[config.mk]
export PLATFORM = sky130hd
export DESIGN_NAME = scp_ctrl
export DESIGN_NICKNAME = d
export VERILOG_FILES = /design/src/hw/rtl/scp_pkg.sv /design/src/hw/rtl/scp_ctrl.sv
export SDC_FILE = /design/constraint.sdc
export NUM_CORES = 1
export LEC_CHECK = 0
export ABC_AREA = 1
export BUFFER_PORTS_ARGS = -buffer_cell sky130_fd_sc_hd__buf_2
export CELL_PAD_IN_SITES_DETAIL_PLACEMENT = 2
export CELL_PAD_IN_SITES_GLOBAL_PLACEMENT = 2
export CORE_MARGIN = 2
export CORE_UTILIZATION = 26
export DETAILED_ROUTE_END_ITERATION = 8
export MAX_ROUTING_LAYER = met4
export PLACE_DENSITY_LB_ADDON = 0.1
export REMOVE_ABC_BUFFERS = 1
export SLEW_MARGIN = 20
export SYNTH_ARGS = -nofsm -noshare
export SYNTH_HDL_FRONTEND = slang
export SYNTH_SLANG_ARGS = --single-unit
[constraint.sdc]
create_clock -name clk -period 2.47 [get_ports clk]
set_input_delay 0.247 -clock clk [delete_from_list [all_inputs] [get_ports clk]]
set_output_delay 0.247 -clock clk [all_outputs]
set_load 0.05 [all_outputs]
[src/hw/rtl/scp_pkg.sv]
// Shared types, constants and helpers of the polygon scan converter.
// No dependencies; every other file of the block imports this package.
package scp_pkg;

  localparam int IN_W = 32;
  localparam int OUT_W = 40;
  localparam int SPAN_W = 12;
  localparam int SPAN_LIMIT = 16;
  localparam int SPAN_CNT_W = 5;
  localparam int DIV_W = 64;
  localparam int DVS_W = 20;

  localparam logic OP_LOAD = 1'b0;

  localparam logic [1:0] EC_NONE = 2'd0;
  localparam logic [1:0] EC_REMOVE = 2'd1;
  localparam logic [1:0] EC_ADD = 2'd2;

  localparam logic [1:0] RD_PREV = 2'd0;
  localparam logic [1:0] RD_NEXT = 2'd1;
  localparam logic [1:0] RD_CUR = 2'd2;

  localparam logic [1:0] EM_NONE = 2'd0;
  localparam logic [1:0] EM_EMPTY = 2'd1;
  localparam logic [1:0] EM_FINAL = 2'd2;

  typedef struct packed {
    logic       take;
    logic       load;
    logic       vsort;
    logic       sort_odd;
    logic       prep;
    logic       pop;
    logic [1:0] rd_kind;
    logic       lat_prev;
    logic       lat_next;
    logic       lat_cur;
    logic       remove;
    logic       sel_next;
    logic       add_setup;
    logic       div_start;
    logic       div_x;
    logic       slope_store;
    logic       mul;
    logic       edge_write;
    logic       esort;
    logic       span_init;
    logic       rot;
    logic [1:0] emit;
    logic       row_update;
  } cmd_t;

  typedef struct packed {
    logic       op;
    logic       fin;
    logic       prepared;
    logic       finished;
    logic       head_ok;
    logic [1:0] prev_code;
    logic [1:0] next_code;
    logic       add_ok;
    logic       div_done;
    logic       out_free;
    logic       span_hit;
    logic       pend_valid;
  } sts_t;

  function automatic logic signed [31:0] sat32(input logic signed [65:0] v);
    if (v > 66'sd2147483647) begin
      return 32'sh7FFFFFFF;
    end
    if (v < -66'sd2147483648) begin
      return 32'sh80000000;
    end
    return v[31:0];
  endfunction

endpackage

[src/hw/rtl/scp_ctrl.sv]
// Controller state machine of the scan converter: sequences loads, vertex sort,
// edge insertion and removal, edge sort and span output. Depends on scp_pkg.
module scp_ctrl import scp_pkg::*; #(
  parameter int MAX_VERTICES = 32
) (
  input  logic clk,
  input  logic rst,
  input  logic in_valid,
  output logic in_ready,
  input  sts_t sts,
  output cmd_t cmd
);

  localparam int ED = MAX_VERTICES + (MAX_VERTICES % 2);
  localparam int SCW = $clog2(ED + 1);

  localparam logic [4:0] S_IDLE = 5'd0;
  localparam logic [4:0] S_DISP = 5'd1;
  localparam logic [4:0] S_VSORT = 5'd2;
  localparam logic [4:0] S_PREP = 5'd3;
  localparam logic [4:0] S_EMIT = 5'd4;
  localparam logic [4:0] S_UPD = 5'd5;
  localparam logic [4:0] S_RDP = 5'd6;
  localparam logic [4:0] S_RDN = 5'd7;
  localparam logic [4:0] S_RDC = 5'd8;
  localparam logic [4:0] S_LATC = 5'd9;
  localparam logic [4:0] S_DECP = 5'd10;
  localparam logic [4:0] S_DECN = 5'd11;
  localparam logic [4:0] S_ADDCHK = 5'd12;
  localparam logic [4:0] S_SDIV = 5'd13;
  localparam logic [4:0] S_XSTART = 5'd14;
  localparam logic [4:0] S_XDIV = 5'd15;
  localparam logic [4:0] S_ESORT = 5'd16;
  localparam logic [4:0] S_ROT = 5'd17;
  localparam logic [4:0] S_FIN = 5'd18;

  logic [4:0]     state;
  logic [4:0]     state_next;
  logic [SCW-1:0] cnt;
  logic [SCW-1:0] cnt_next;
  logic           add_next;
  logic           add_next_next;

  assign in_ready = (state == S_IDLE);

  always_comb begin
    cmd = '0;
    cmd.rd_kind = RD_CUR;
    state_next = state;
    cnt_next = cnt;
    add_next_next = add_next;
    unique case (state)
      S_IDLE: begin
        if (in_valid) begin
          cmd.take = 1'b1;
          state_next = S_DISP;
        end
      end
      S_DISP: begin
        if (sts.op == OP_LOAD) begin
          cmd.load = 1'b1;
          cnt_next = '0;
          state_next = sts.fin ? S_VSORT : S_EMIT;
        end else if (!sts.prepared || sts.finished) begin
          state_next = S_EMIT;
        end else begin
          state_next = S_UPD;
        end
      end
      S_VSORT: begin
        cmd.vsort = 1'b1;
        cmd.sort_odd = cnt[0];
        if (cnt == SCW'(ED - 1)) begin
          cnt_next = '0;
          state_next = S_PREP;
        end else begin
          cnt_next = cnt + SCW'(1);
        end
      end
      S_PREP: begin
        cmd.prep = 1'b1;
        state_next = S_EMIT;
      end
      S_EMIT: begin
        if (sts.out_free) begin
          cmd.emit = EM_EMPTY;
          state_next = S_IDLE;
        end
      end
      S_UPD: begin
        if (sts.head_ok) begin
          cmd.pop = 1'b1;
          state_next = S_RDP;
        end else begin
          cnt_next = '0;
          state_next = S_ESORT;
        end
      end
      S_RDP: begin
        cmd.rd_kind = RD_PREV;
        state_next = S_RDN;
      end
      S_RDN: begin
        cmd.rd_kind = RD_NEXT;
        cmd.lat_prev = 1'b1;
        state_next = S_RDC;
      end
      S_RDC: begin
        cmd.rd_kind = RD_CUR;
        cmd.lat_next = 1'b1;
        state_next = S_LATC;
      end
      S_LATC: begin
        cmd.lat_cur = 1'b1;
        state_next = S_DECP;
      end
      S_DECP: begin
        if (sts.prev_code == EC_REMOVE) begin
          cmd.remove = 1'b1;
          state_next = S_DECN;
        end else if (sts.prev_code == EC_ADD) begin
          cmd.add_setup = 1'b1;
          add_next_next = 1'b0;
          state_next = S_ADDCHK;
        end else begin
          state_next = S_DECN;
        end
      end
      S_DECN: begin
        cmd.sel_next = 1'b1;
        if (sts.next_code == EC_REMOVE) begin
          cmd.remove = 1'b1;
          state_next = S_UPD;
        end else if (sts.next_code == EC_ADD) begin
          cmd.add_setup = 1'b1;
          add_next_next = 1'b1;
          state_next = S_ADDCHK;
        end else begin
          state_next = S_UPD;
        end
      end
      S_ADDCHK: begin
        if (sts.add_ok) begin
          cmd.div_start = 1'b1;
          state_next = S_SDIV;
        end else begin
          state_next = add_next ? S_UPD : S_DECN;
        end
      end
      S_SDIV: begin
        if (sts.div_done) begin
          cmd.slope_store = 1'b1;
          cmd.mul = 1'b1;
          state_next = S_XSTART;
        end
      end
      S_XSTART: begin
        cmd.div_start = 1'b1;
        cmd.div_x = 1'b1;
        state_next = S_XDIV;
      end
      S_XDIV: begin
        if (sts.div_done) begin
          cmd.edge_write = 1'b1;
          state_next = add_next ? S_UPD : S_DECN;
        end
      end
      S_ESORT: begin
        cmd.esort = 1'b1;
        cmd.sort_odd = cnt[0];
        if (cnt == SCW'(ED - 1)) begin
          cnt_next = '0;
          cmd.span_init = 1'b1;
          state_next = S_ROT;
        end else begin
          cnt_next = cnt + SCW'(1);
        end
      end
      S_ROT: begin
        if (!(sts.span_hit && sts.pend_valid && !sts.out_free)) begin
          cmd.rot = 1'b1;
          if (cnt == SCW'(ED / 2 - 1)) begin
            cnt_next = '0;
            state_next = S_FIN;
          end else begin
            cnt_next = cnt + SCW'(1);
          end
        end
      end
      S_FIN: begin
        if (sts.out_free) begin
          cmd.emit = EM_FINAL;
          cmd.row_update = 1'b1;
          state_next = S_IDLE;
        end
      end
      default: begin
        state_next = S_IDLE;
      end
    endcase
  end

  always_ff @(posedge clk) begin
    if (rst) begin
      state <= S_IDLE;
      cnt <= '0;
      add_next <= 1'b0;
    end else begin
      state <= state_next;
      cnt <= cnt_next;
      add_next <= add_next_next;
    end
  end

endmodule

---- Word level (Yosys, flattened, before mapping) ----
Index checks and enable logic that the tools add are counted.
word-level totals
  logic and storage cells ................. 122
  register bits ........................... 12
  bits of input ports ..................... 17
  output and inout port bits .............. 26
operators by class
  muxes and demuxes ....................... 67
  add/sub/neg operators ................... 1
  reductions and logical operators ........ 13
  equality and inequality tests ........... 38
operator list
  kind                                                              number
  5-bit case mux with 18 select lines                               1
  5-bit two-way mux                                                 12
  5-bit by 4-bit == test with 1-bit output (second input constant)  8
  1-bit two-way mux                                                 33
  6-bit two-way mux                                                 5
  2-bit != test (second input constant)                             13
  6-bit case mux with 4 select lines                                1
  5-bit by 3-bit == test with 1-bit output (second input constant)  4
  5-bit == test (second input constant)                             3
  4-bit two-way mux                                                 3
  5-bit by 2-bit == test with 1-bit output (second input constant)  2
  3-bit two-way mux                                                 3
  1-bit case mux with 2 select lines                                4
  2-bit case mux with 2 select lines                                2
  8-bit AND reduction                                               1
  6-bit by 1-bit adder with 6-bit output (second input constant)    1
  6-bit by 4-bit == test with 1-bit output (second input constant)  1
  6-bit by 5-bit == test with 1-bit output (second input constant)  1
  2-bit two-way mux                                                 3
  5-bit by 1-bit == test with 1-bit output (second input constant)  1
  5-bit zero test                                                   1
  5-bit AND reduction                                               1
  2-bit by 1-bit == test with 1-bit output (second input constant)  2
  2-bit == test (second input constant)                             2
  8 further kinds                                                   11

---- Depth between registers and ports, before layout ----
  word-level depth ........................ 5
  gate-level depth with buffers ........... 11

---- Least setup slack after synthesis ----
Ideal clock, no wire load.
  path kind ............................... reg2out
  from .................................... register state[1]
  to ...................................... output cmd[13] (netlist name)
  slack ................................... -0.089 ns
  arrival time ............................ 2.312 ns
  required time ........................... 2.223 ns
  path buffers ............................ 1
  cell stages (with the launch flop) ...... 4
  path through ............................ dfxtp_1 buf_2 nand2_1 o41ai_1
RTL lines
  element                   RTL line         text
  start: declaration        scp_ctrl.sv:37   logic [4:0] state;
  start signal: assignment  scp_ctrl.sv:209  state <= state_next;
  end: declaration          scp_ctrl.sv:11   output cmd_t cmd

==> results.txt <==
Hold Fails Final Rpt: 0
Half-perimeter wire length after placement: 4.08 mm
Worst Setup End Kind: primary output
Initial DRT Pass Iterations: 4
IO Count: 43
# rows: 25
Fraction of layout cells with a size suffix above 1: 0.230
Final setup viols: 0
Commonest non-fill, non-tap cell in the layout: nand2_1
Final Instance Area: 0.00158 mm²
Sequential element share of the synthesized area: 0.185
Commonest cells after routing, fill and taps aside: nand2_1, nor2_1, buf_2
Bufs and invs on worst path: 3
CP Max Fanout: 11
Synth area leader: nand2_1
Crit Path Class: reg2out
Iter 0 DRT Violations: 76
Worst path top cell family by delay: simple AND/OR/NAND/NOR gates
Worst r2r dst: cnt[2]
Outcome: complete, no violations
GP Congestion: 0.820
Starting Density: 0.272
TritonCTS clock tree: done
CTS root buf: clkbuf_8
Post-Syn Area per Cell: 5.49 µm²
Initial antenna violation count: 0
FILL cells: 658
WL per Instance: 14.1 µm
Global-route wire length before repair: 8.00 mm
Unrepaired setup endpoints after global routing: false
Pin count of the biggest net entering global routing: 12
Post-synth cell types: 29
Max Clk Rate: 454 MHz
Clock skew: 0.00680 ns
HP Class: in2reg
DR DRC count: 0
Global-route usage over all layers: 0.193
R2r setup slk: 0.62 ns
Core Area: 0.00479 mm²
Diodes inserted: 0
DR vias: 1590
Antenna Violating Nets Remaining: 0
Reg2Reg Depth: 7
Cts bufs inserted: 3
Element type at the critical path start: flop
Synthesized cell area: 0.00130 mm²
Lkg Pwr: 0.875 nW
Total Wirelength: 4.81 mm
Reg2reg start: state[1]
Yosys warning count: 0
CP cell instances: inv_1, nor2_1, nand3_2, nand2_2, inv_1, nor2_1, buf_2
Die W: 74.7 µm
GRT Residual Overflow: 0
Yosys reg bits: 12
Vias per cell: 4.66
Die H: 74.7 µm
Worst relative slew slack: 0.720
Slew Limit Fails: 0
Clk buf depth: 2
Worst path slowest cell: dfxtp_1
Clock Sinks: 12
Required time worst endpoint: 2.22 ns
Cell depth of the worst setup path: 7
Worst setup path endpoint: cmd[21]
Die area: 0.00558 mm²
Setup TNS: 0 ns
Area grow syn2layout: 21.4%
Final #Nets: 294
CTS clock-pin slew for the worst setup and hold paths: 0.06 ns
Crit path launch: state[1]
Synth top area share: 0.188
CTS H-tree depth: 1
Max_cap viols: 0
P per Cell Area: 635 mW/mm²
Cts-stage hold buffer count: 0
Mapped Cells: 237
Cell area after placement: 0.00154 mm²
Minimum clock period: 2.20 ns
PortBufs: 42
Worst-Skew Late Latency: 0.24 ns
Arr. time, crit path: 1.96 ns
Worst Tran Pin Value: 0.420 ns
Postcts setup bufs: 0
Post-CTS sizing: 0
Ranking of synthesized cells by area: nand2_1, dfxtp_1, nor2_1, nand3_1, inv_1
Crit-path max cell delay: 0.56 ns
Worst vdd ir: 0.292 mV
Vias in the first global route: 1658
Period Utilization, post-route: 0.893
[Yosys cell counts]
master     n
a21oi_1   13
buf_1      1
buf_2      1
buf_4      5
buf_6      1
dfxtp_1   12
ha_1       1
inv_1     33
inv_2      1
inv_4      1
nand2_1   65
nand2_2    4
nand2_4    1
nand3_1   25
nand3_2    4
nand3b_1   1
nand4_1    1
nand4_2    1
nor2_1    42
nor2_2     2
nor2_4     4
nor2b_1    1
nor3_1     4
o211ai_1   1
o21ai_0    7
o21ai_1    2
o21bai_1   1
o41ai_1    1
xnor2_1    1
[metrics by stage]
stage          utilization  cells  hold slack (ns)  power, W  worst slack [ns]
2_1_floorplan            -    229            0.316  0.000671            -0.554
3_5_place_dp         0.321    338            0.502  0.000831             0.525
5_1_grt              0.330    341            0.336   0.00108            0.0137
4_1_cts              0.330    341            0.324   0.00102             0.236
6_report             0.330    341            0.329   0.00100             0.265
3_3_place_gp         0.321    338            0.485  0.000821             0.592
[flip-flops by register name (all words and copies together) (netlist names)]
signal,count
cnt,6
state,5
add_next,1
[power by group]
group          switching [W]  total, W  leakage [nW]  internal (W)
Sequential         0.0000408  0.000251        0.0970      0.000210
Clock              0.0000743  0.000182        0.0216      0.000108
Combinational       0.000415  0.000569         0.756      0.000154
[cell families after synthesis]
group / share of synthesized area
DFF: 0.185
adders and majority gates: 0.00962
AOI/OAI and AO/OA: 0.103
and+or+nand+nor: 0.549
buffers and inverters: 0.147
xor gates and xnor gates: 0.00674
[routing by layer]
| metal | part of all wire | global-route usage | vias to the layer above |
|---|---|---|---|
| li1 | - | - | 817 |
| met1 | 0.51 | 0.267 | 738 |
| met2 | 0.46 | 0.307 | 33 |
| met3 | 0.032 | 0.0295 | 2 |
| met4 | 0.0025 | 0.0278 | 0 |
| met5 | 0 | - | - |
[final cells by class]
cell class / count / area [µm²] / share of cell area
multi-input combinational: 182 / 868 / 0.550
tap: 67 / 83.8 / 0.0531
clock buffer: 3 / 41.3 / 0.0262
sequential: 12 / 240 / 0.152
inverter: 35 / 134 / 0.0849
timing repair buffer: 42 / 210 / 0.133
[worst min-delay path by stage]
stage          endpoint  startpoint  slack (ns)  cells past startpoint
3_5_place_dp     cnt[0]      cnt[0]        0.50                      2
4_1_cts          cnt[0]         rst        0.32                      2
2_1_floorplan    cnt[0]         rst        0.32                      1
6_report         cnt[0]         rst        0.33                      2
5_1_grt          cnt[0]         rst        0.34                      2
3_3_place_gp     cnt[1]      cnt[1]        0.48                      2
No activity file was read; power rests on OpenSTA's default activity.
